**config.mk**
```make
export PLATFORM = sky130hd
export DESIGN_NAME = bitmap_priority_run_queue
export DESIGN_NICKNAME = d
export VERILOG_FILES = /design/src/hdl/bprq_pkg.sv /design/src/hdl/bitmap_priority_run_queue.sv
export SDC_FILE = /design/constraint.sdc
export NUM_CORES = 2
export LEC_CHECK = 0
export ABC_AREA = 1
export BUFFER_PORTS_ARGS = -buffer_cell sky130_fd_sc_hd__buf_2
export CAP_MARGIN = 0
export CORE_AREA = 2 2 359 361
export DETAILED_ROUTE_END_ITERATION = 12
export DIE_AREA = 0 0 361 363
export HOLD_SLACK_MARGIN = 0.02
export PLACE_DENSITY = 0.73
export SYNTH_ARGS = -nofsm -noshare
export SYNTH_HDL_FRONTEND = slang
export SYNTH_SLANG_ARGS = --single-unit
```
**constraint.sdc**
```tcl
create_clock -name clock -period 4.8 [get_ports clock]
set_input_delay 0.72 -clock clock [delete_from_list [all_inputs] [get_ports clock]]
set_output_delay 0.72 -clock clock [all_outputs]
set_load 0.02 [all_outputs]
```
**src/hdl/bprq_pkg.sv**
```systemverilog
// shared constants, codes and memory entry types of the bitmap priority run queue
`timescale 1ns / 1ps

package bprq_pkg;

   // sizes follow from the field widths
   localparam int TASK_W  = 6;
   localparam int LEVEL_W = 5;
   localparam int TASKS   = 1 << TASK_W;
   localparam int LEVELS  = 1 << LEVEL_W;

   // operation codes
   localparam logic [1:0] OP_PUT = 2'd0;
   localparam logic [1:0] OP_GET = 2'd1;
   localparam logic [1:0] OP_DEL = 2'd2;

   // status codes
   localparam logic [1:0] ST_DONE   = 2'd0;
   localparam logic [1:0] ST_EMPTY  = 2'd1;
   localparam logic [1:0] ST_MISUSE = 2'd2;

   // per level list ends
   typedef struct packed {
      logic [TASK_W-1:0] head;
      logic [TASK_W-1:0] tail;
   } lvl_entry_type;

   // per task links and the level it was put at
   typedef struct packed {
      logic [TASK_W-1:0]  next;
      logic [TASK_W-1:0]  prev;
      logic [LEVEL_W-1:0] level;
   } tsk_entry_type;

   // lowest set bit of the level map, zero when none is set
   function automatic logic [LEVEL_W-1:0] lowest_level(input logic [LEVELS-1:0] map);
      logic [LEVEL_W-1:0] lv;
      lv = '0;
      for (int i = LEVELS - 1; i >= 0; i--) begin
         if (map[i]) begin
            lv = LEVEL_W'(i);
         end
      end
      return lv;
   endfunction

endpackage

```
**src/hdl/bitmap_priority_run_queue.sv**
```systemverilog
// top level of the bitmap priority run queue: sequencer, level and task memories
`timescale 1ns / 1ps

// Run queue of task ids with one FIFO list per priority level.
// req channel: one beat carries an operation (put, get, delete), a task id and
// a priority level. rsp channel: one beat per request with the task taken or
// echoed, its level, a status (done, empty, misuse) and whether any level is
// still non-empty afterwards.
// Lists live in two synchronous memories with registered read data: a level
// memory with head and tail per level, and a task memory with next, prev and
// level per task. The non-empty level map and the per task queued marks are
// flip-flops, cleared by reset; the memories need no clearing.
// One request is worked on at a time. Misuse and empty go straight to the
// response; a put writes the level entry, then the new task's links; a get
// reads the lowest non-empty level, then its head's links, and unlinks the
// head (a get always takes a list head); a delete reads both memories, checks
// the level and unlinks, with a second link write from the middle of a list.
// The steps follow the read latency of the two memories and the single write
// port of the task memory, one link update per cycle. On a receiver stall the
// response holds in its output register and no request is taken until loaded.

module bitmap_priority_run_queue (
   input  logic                          clock,
   input  logic                          reset,
   input  logic                          req_valid,
   output logic                          req_ready,
   input  logic [1:0]                    req_operation,
   input  logic [bprq_pkg::TASK_W-1:0]   req_task_id,
   input  logic [bprq_pkg::LEVEL_W-1:0]  req_priority_req,
   output logic                          rsp_valid,
   input  logic                          rsp_ready,
   output logic [bprq_pkg::TASK_W-1:0]   rsp_task_id_out,
   output logic [bprq_pkg::LEVEL_W-1:0]  rsp_priority_out,
   output logic [1:0]                    rsp_status,
   output logic                          rsp_any_ready
);

   typedef enum logic [2:0] {
      S_IDLE, S_PUT1, S_PUT2, S_DCHK, S_GLVL, S_UNLINK, S_UNLINK2, S_RESP
   } state_type;

   state_type state_ff, state_in;

   logic [1:0]                   op_ff, op_in;
   logic [bprq_pkg::TASK_W-1:0]  tid_ff, tid_in;
   logic [bprq_pkg::LEVEL_W-1:0] pri_ff, pri_in;
   logic [1:0]                   status_ff, status_in;
   logic [bprq_pkg::LEVELS-1:0]  map_ff, map_in;
   logic [bprq_pkg::TASKS-1:0]   queued_ff, queued_in;

   logic                         rsp_valid_ff, rsp_valid_in;
   logic [bprq_pkg::TASK_W-1:0]  rsp_tid_ff, rsp_tid_in;
   logic [bprq_pkg::LEVEL_W-1:0] rsp_pri_ff, rsp_pri_in;
   logic [1:0]                   rsp_status_ff, rsp_status_in;
   logic                         rsp_any_ff, rsp_any_in;

   // level memory ports
   bprq_pkg::lvl_entry_type      lvl_mem [bprq_pkg::LEVELS];
   bprq_pkg::lvl_entry_type      lvl_rd_ff;
   logic                         lm_re;
   logic [bprq_pkg::LEVEL_W-1:0] lm_raddr;
   logic                         lm_we;
   logic [bprq_pkg::LEVEL_W-1:0] lm_waddr;
   bprq_pkg::lvl_entry_type      lm_wdata;

   // task memory ports, with a write enable per field
   bprq_pkg::tsk_entry_type      tsk_mem [bprq_pkg::TASKS];
   bprq_pkg::tsk_entry_type      tsk_rd_ff;
   logic                         tm_re;
   logic [bprq_pkg::TASK_W-1:0]  tm_raddr;
   logic                         tm_we_next, tm_we_prev, tm_we_lvl;
   logic [bprq_pkg::TASK_W-1:0]  tm_waddr;
   bprq_pkg::tsk_entry_type      tm_wdata;

   logic is_head, is_tail;

   assign is_head = (lvl_rd_ff.head == tid_ff);
   assign is_tail = (lvl_rd_ff.tail == tid_ff);

   // level memory
   always_ff @(posedge clock) begin
      if (lm_we) begin
         lvl_mem[lm_waddr] <= lm_wdata;
      end
      if (lm_re) begin
         lvl_rd_ff <= lvl_mem[lm_raddr];
      end
   end

   // task memory
   always_ff @(posedge clock) begin
      if (tm_we_next) begin
         tsk_mem[tm_waddr].next <= tm_wdata.next;
      end
      if (tm_we_prev) begin
         tsk_mem[tm_waddr].prev <= tm_wdata.prev;
      end
      if (tm_we_lvl) begin
         tsk_mem[tm_waddr].level <= tm_wdata.level;
      end
      if (tm_re) begin
         tsk_rd_ff <= tsk_mem[tm_raddr];
      end
   end

   // sequencer next state and memory controls
   always_comb begin
      state_in      = state_ff;
      op_in         = op_ff;
      tid_in        = tid_ff;
      pri_in        = pri_ff;
      status_in     = status_ff;
      map_in        = map_ff;
      queued_in     = queued_ff;
      rsp_valid_in  = rsp_valid_ff && !rsp_ready;
      rsp_tid_in    = rsp_tid_ff;
      rsp_pri_in    = rsp_pri_ff;
      rsp_status_in = rsp_status_ff;
      rsp_any_in    = rsp_any_ff;
      req_ready     = 1'b0;
      lm_re         = 1'b0;
      lm_raddr      = pri_ff;
      lm_we         = 1'b0;
      lm_waddr      = pri_ff;
      lm_wdata      = lvl_rd_ff;
      tm_re         = 1'b0;
      tm_raddr      = tid_ff;
      tm_we_next    = 1'b0;
      tm_we_prev    = 1'b0;
      tm_we_lvl     = 1'b0;
      tm_waddr      = tid_ff;
      tm_wdata      = tsk_rd_ff;

      case (state_ff)
         S_IDLE: begin
            req_ready = 1'b1;
            if (req_valid) begin
               op_in     = req_operation;
               tid_in    = req_task_id;
               pri_in    = req_priority_req;
               status_in = bprq_pkg::ST_MISUSE;
               state_in  = S_RESP;
               case (req_operation)
                  bprq_pkg::OP_PUT: begin
                     if (!queued_ff[req_task_id]) begin
                        lm_re    = 1'b1;
                        lm_raddr = req_priority_req;
                        state_in = S_PUT1;
                     end
                  end
                  bprq_pkg::OP_GET: begin
                     if (map_ff == '0) begin
                        status_in = bprq_pkg::ST_EMPTY;
                        pri_in    = '0;
                     end else begin
                        pri_in   = bprq_pkg::lowest_level(map_ff);
                        lm_re    = 1'b1;
                        lm_raddr = bprq_pkg::lowest_level(map_ff);
                        state_in = S_GLVL;
                     end
                  end
                  bprq_pkg::OP_DEL: begin
                     if (queued_ff[req_task_id]) begin
                        lm_re    = 1'b1;
                        lm_raddr = req_priority_req;
                        tm_re    = 1'b1;
                        tm_raddr = req_task_id;
                        state_in = S_DCHK;
                     end
                  end
                  default: begin
                     state_in = S_RESP;
                  end
               endcase
            end
         end

         // link behind the old tail and move the tail
         S_PUT1: begin
            if (map_ff[pri_ff]) begin
               tm_we_next    = 1'b1;
               tm_waddr      = lvl_rd_ff.tail;
               tm_wdata.next = tid_ff;
               lm_wdata.head = lvl_rd_ff.head;
            end else begin
               lm_wdata.head = tid_ff;
            end
            lm_we             = 1'b1;
            lm_wdata.tail     = tid_ff;
            map_in[pri_ff]    = 1'b1;
            queued_in[tid_ff] = 1'b1;
            state_in          = S_PUT2;
         end

         // back link and level of the new task; prev of a lone head is never read
         S_PUT2: begin
            tm_we_prev     = 1'b1;
            tm_we_lvl      = 1'b1;
            tm_waddr       = tid_ff;
            tm_wdata.prev  = lvl_rd_ff.tail;
            tm_wdata.level = pri_ff;
            status_in      = bprq_pkg::ST_DONE;
            state_in       = S_RESP;
         end

         // head of the chosen level known: fetch its links
         S_GLVL: begin
            tid_in   = lvl_rd_ff.head;
            tm_re    = 1'b1;
            tm_raddr = lvl_rd_ff.head;
            state_in = S_UNLINK;
         end

         // unlink, for delete only when the level matches
         S_DCHK, S_UNLINK: begin
            if (state_ff == S_DCHK && tsk_rd_ff.level != pri_ff) begin
               status_in = bprq_pkg::ST_MISUSE;
               state_in  = S_RESP;
            end else begin
               queued_in[tid_ff] = 1'b0;
               status_in         = bprq_pkg::ST_DONE;
               state_in          = S_RESP;
               if (is_head && is_tail) begin
                  map_in[pri_ff] = 1'b0;
               end else if (is_head) begin
                  lm_we         = 1'b1;
                  lm_wdata.head = tsk_rd_ff.next;
               end else if (is_tail) begin
                  lm_we         = 1'b1;
                  lm_wdata.tail = tsk_rd_ff.prev;
               end else begin
                  tm_we_next    = 1'b1;
                  tm_waddr      = tsk_rd_ff.prev;
                  tm_wdata.next = tsk_rd_ff.next;
                  state_in      = S_UNLINK2;
               end
            end
         end

         // second half of a middle unlink
         S_UNLINK2: begin
            tm_we_prev    = 1'b1;
            tm_waddr      = tsk_rd_ff.next;
            tm_wdata.prev = tsk_rd_ff.prev;
            state_in      = S_RESP;
         end

         // load the response once the output register is free
         S_RESP: begin
            if (!rsp_valid_ff || rsp_ready) begin
               rsp_valid_in  = 1'b1;
               rsp_tid_in    = tid_ff;
               rsp_pri_in    = pri_ff;
               rsp_status_in = status_ff;
               rsp_any_in    = (map_ff != '0);
               state_in      = S_IDLE;
            end
         end

         default: begin
            state_in = S_IDLE;
         end
      endcase
   end

   // state, level map, queued marks and response register
   always_ff @(posedge clock) begin
      if (reset) begin
         state_ff     <= S_IDLE;
         map_ff       <= '0;
         queued_ff    <= '0;
         rsp_valid_ff <= 1'b0;
      end else begin
         state_ff     <= state_in;
         map_ff       <= map_in;
         queued_ff    <= queued_in;
         rsp_valid_ff <= rsp_valid_in;
      end
      op_ff         <= op_in;
      tid_ff        <= tid_in;
      pri_ff        <= pri_in;
      status_ff     <= status_in;
      rsp_tid_ff    <= rsp_tid_in;
      rsp_pri_ff    <= rsp_pri_in;
      rsp_status_ff <= rsp_status_in;
      rsp_any_ff    <= rsp_any_in;
   end

   assign rsp_valid        = rsp_valid_ff;
   assign rsp_task_id_out  = rsp_tid_ff;
   assign rsp_priority_out = rsp_pri_ff;
   assign rsp_status       = rsp_status_ff;
   assign rsp_any_ready    = rsp_any_ff;

   // a request beat is followed by work before the next beat is taken
   a_one_at_a_time: assert property (@(posedge clock) disable iff (reset)
      (req_valid && req_ready) |=> !req_ready)
      else $error("request taken while the previous one is in progress");

   // an empty get reports no ready level
   a_empty_not_ready: assert property (@(posedge clock) disable iff (reset)
      (rsp_valid && rsp_status == bprq_pkg::ST_EMPTY) |-> !rsp_any_ready)
      else $error("empty status with a non-empty queue");

   // no level is marked non-empty without a queued task
   a_map_needs_tasks: assert property (@(posedge clock) disable iff (reset)
      ($countones(queued_ff) == 0) |-> (map_ff == '0))
      else $error("level map set while no task is queued");

   // while idle, no more levels are non-empty than tasks are queued
   a_map_le_tasks: assert property (@(posedge clock) disable iff (reset)
      (state_ff == S_IDLE) |-> ($countones(map_ff) <= $countones(queued_ff)))
      else $error("more non-empty levels than queued tasks");

   // the get level state is entered only for a get
   a_get_path: assert property (@(posedge clock) disable iff (reset)
      (state_ff == S_GLVL) |-> (op_ff == bprq_pkg::OP_GET))
      else $error("get sequence entered for another operation");

endmodule

```
==> flow_metrics.py <==
metrics = {
    "status": {
        "status": "finished clean",
    },
    "clocking": {
        "cts_tree": "yes",
        "htreeDepth": 4,
        "root_buffer": "clkbuf_16",
        "clk_latency_ns": 0.81,
        "holdBufCountCts": 0,
        "cts_buffer_depth": 3,
        "cts_buffers": 160,
        "clk_pin_slew_ns": 0.07,
        "numClockSinks": 1628,
    },
    "setup_path": {
        "worstPathRequired_ns": 5.31,
        "crit_chain": "inv_1 > nor2_2 > nand2_1 > o2111ai_1 > or2_1 > inv_2 > nor2_2 > inv_2 > nand2_1 > o21ai_1 > nand3_1 > o21ai_1 > nor2_1 > inv_2 > nor2_1 > inv_2 > nor4_1 > buf_4",
        "cpMostUsedCell": "inv_2",
        "critPathTopFamily": "simple AND/OR/NAND/NOR gates",
        "critPathBufInv": 6,
        "worstPathArrival_ns": 5.06,
        "critPathKind": "flip-flop to flip-flop",
        "critPathMaxStageDelay_ns": 0.59,
        "cpMaxStageDelayCell": "edfxtp_1",
        "crit_path_start_kind": "flip-flop",
        "crit_fanout": 12,
        "critPathCaptureType": "flip-flop",
    },
    "detailed_routing": {
        "vias": 49500,
        "routed_wl_um": 191000,
        "drt_iter0_drc": 7233,
        "drc_errors": 0,
        "ant_nets": 0,
        "drt_pass1_iterations": 6,
        "wire_per_inst_um": 23.9,
        "viasPerCell": 6.20,
    },
    "timing": {
        "worst_slack_ns": 0.250,
        "post-route-period-util": 0.948,
        "slew_violations": 0,
        "hold_viol": 0,
        "worst_slew_pin_slew_ns": 1.23,
        "rsz0062_at_grt": "no",
        "clock.fmax_mhz": 220,
        "finalSetupTns_ns": 0,
        "timing.slew.headroom": 0.178,
        "layout_min_cycle_time_ns": 4.55,
        "finalSetupViolations": 0,
        "skew_ns": 0.0332,
    },
    "synth": {
        "ys_ff_latch": 1628,
        "yosys_warnings": 0,
        "yosysTopAreaCell": "edfxtp_1",
        "synthTopCellsByCount": "edfxtp_1, nor2_1, nand2_1, nand3_1, inv_1",
        "synthCells": 6019,
        "synthFlopType": "edfxtp_1",
        "synth_nets": 6038,
        "synth_most_common_cell": "edfxtp_1",
        "netlist.area_leader.share": 0.661,
        "synth_cell_types": 54,
        "syn_area_per_cell_um2": 11.5,
        "synth_area_leaders": "edfxtp_1, nor2_1, nand3_1",
        "async_flop_share": 0,
        "synth_edf_count": 1528,
        "synthesis.area_um2": 69400,
        "ys_seq_area_frac": 0.690,
    },
    "placed_design": {
        "dpl.hpwl_um": 120000,
        "place_ws_ns": 0.0374,
        "placed_cells": 7692,
        "place_congestion": 0.951,
        "io_buffers": 32,
    },
    "layout": {
        "regArea_um2": 47900,
        "area_delta_synth_final_pct": 13.8,
        "stdcell_count": 7990,
        "multi_input_area_um2": 18700,
        "fillers": 9397,
        "finalNetCount": 6216,
        "drive_gt1_frac": 0.120,
    },
    "pwr": {
        "powerDensity_nw_per_um2": 740,
        "p_comb_frac": 0.463,
        "ir_drop_uv": 729,
        "internal-power_uw": 33400,
        "pwr-share-seq": 0.327,
        "switchingPower_uw": 25100,
        "p_sw_frac": 0.429,
        "p_clk_frac": 0.211,
        "power_leakage_uw": 0.0276,
    },
    "global_route": {
        "track_usage": 0.288,
        "grt_pass1_vias": 46700,
        "overflow": 0,
        "antenna_found_initial": 4,
        "grt_max_degree": 101,
        "grt_pass1_wl_um": 288000,
    },
    "floorplan": {
        "floorplan.die_area_um2": 131000,
        "start_util": 0.546,
        "row_count": 131,
        "die_y_um": 363,
        "pin_count": 33,
        "fp.dieW_um": 361,
        "design.core.area_um2": 127000,
    },
    "min_path": {
        "hold_path_class": "input port to flip-flop",
    },
    "job": {
        "cap_violations": 0,
    },
}
==> metrics by stage <==
step                 util  power (uW)  hold slack (ns)  cell area [um2]
floorplan               -       35900            0.400            69400
global placement    0.581       45300            0.409            73800
detailed placement  0.581       45700            0.416            73800
CTS                 0.621       58000            0.238            78900
global route        0.622       61000            0.275            78900
finish              0.622       58500            0.285            79000
==> sequential cells by signal, indices dropped and copies added, names as in the netlist, named ones only <==
register,flops
rsp_task_id_out,6
state_ff,3
tid_ff,6
tsk_mem,1088
lm_waddr,5
tsk_rd_ff,17
lvl_mem,384
rsp_priority_out,5
rsp_any_ready,1
rsp_status,2
lvl_rd_ff,12
status_ff,2
rsp_valid,1
==> power by group through the flow <==
stage	clock network [uW]	logic, uW	registers, uW
finish	12300	27100	19100
global route	13000	29000	19100
CTS	12400	26500	19100
detailed placement	0	26400	19400
global placement	0	25900	19400
floorplan	0	16400	19500
==> cell type report <==
cell class	count	area share
antenna	1	0.0000317
clock buffer	199	0.0526
clock inverter	93	0.0120
inverter	359	0.0173
multi-input combinational	3602	0.237
sequential	1628	0.607
tap	1662	0.0263
timing repair buffer	446	0.0482
==> worst reg2reg max path, delay by kind of cell, from the launching register on <==
family | cells | cell delay [ns]
AOI/OAI and AO/OA | 3 | 0.49
buffers and inverters | 6 | 1.04
and+or+nand+nor | 9 | 2.12
DFF | 1 | 0.59
==> repair_timing <==
action | CTS | global route
buffers inserted | 0 | 5
gates resized for setup | 0 | 4
setup endpoints to repair | 0 | 44
==> layer usage <==
| metal | track usage | share of wire | up-vias | routed length [um] |
|---|---|---|---|---|
| met5 | 0 | 0.000068 | - | 13 |
| met4 | 0.105 | 0.035 | 2 | 6690 |
| met3 | 0.0706 | 0.12 | 403 | 22200 |
| met2 | 0.444 | 0.46 | 2922 | 87500 |
| met1 | 0.400 | 0.39 | 24000 | 75000 |
| li1 | - | - | 22200 | - |
==> cell usage in the layout (no fill, tap or decap), types with 136 or more instances in the layout <==
cell and instances:
clkbuf_16 160, edfxtp_1 1528, o211ai_1 169, o21ai_0 165, o32ai_1 136, nor2_1 918
inv_1 337, o21bai_1 143, o21ai_1 260, buf_4 371, nand3_1 569, nand2_1 674
==> path summary, 6_finish.rpt <==
path	start	to	slack (ns)	cells after the start
setup / recovery	lm_waddr[3]	tsk_mem[39][3]	0.25	18
hold / removal	req_priority_req[4]	lm_waddr[4]	0.29	3
setup reg to reg	lm_waddr[3]	tsk_mem[39][3]	0.25	18
hold reg to reg	status_ff[0]	rsp_status[0]	0.43	0
==> cells by family after synthesis <==
kind of cell    after synthesis  share of synthesized area
simple gates               2389                      0.147
flops                      1628                      0.690
compound gates             1202                      0.115
buf+inv                     789                     0.0472
xor+xnor                      9                    0.00114
fa+ha+maj                     2                   0.000361
No activity file was read; power rests on OpenSTA's default activity.
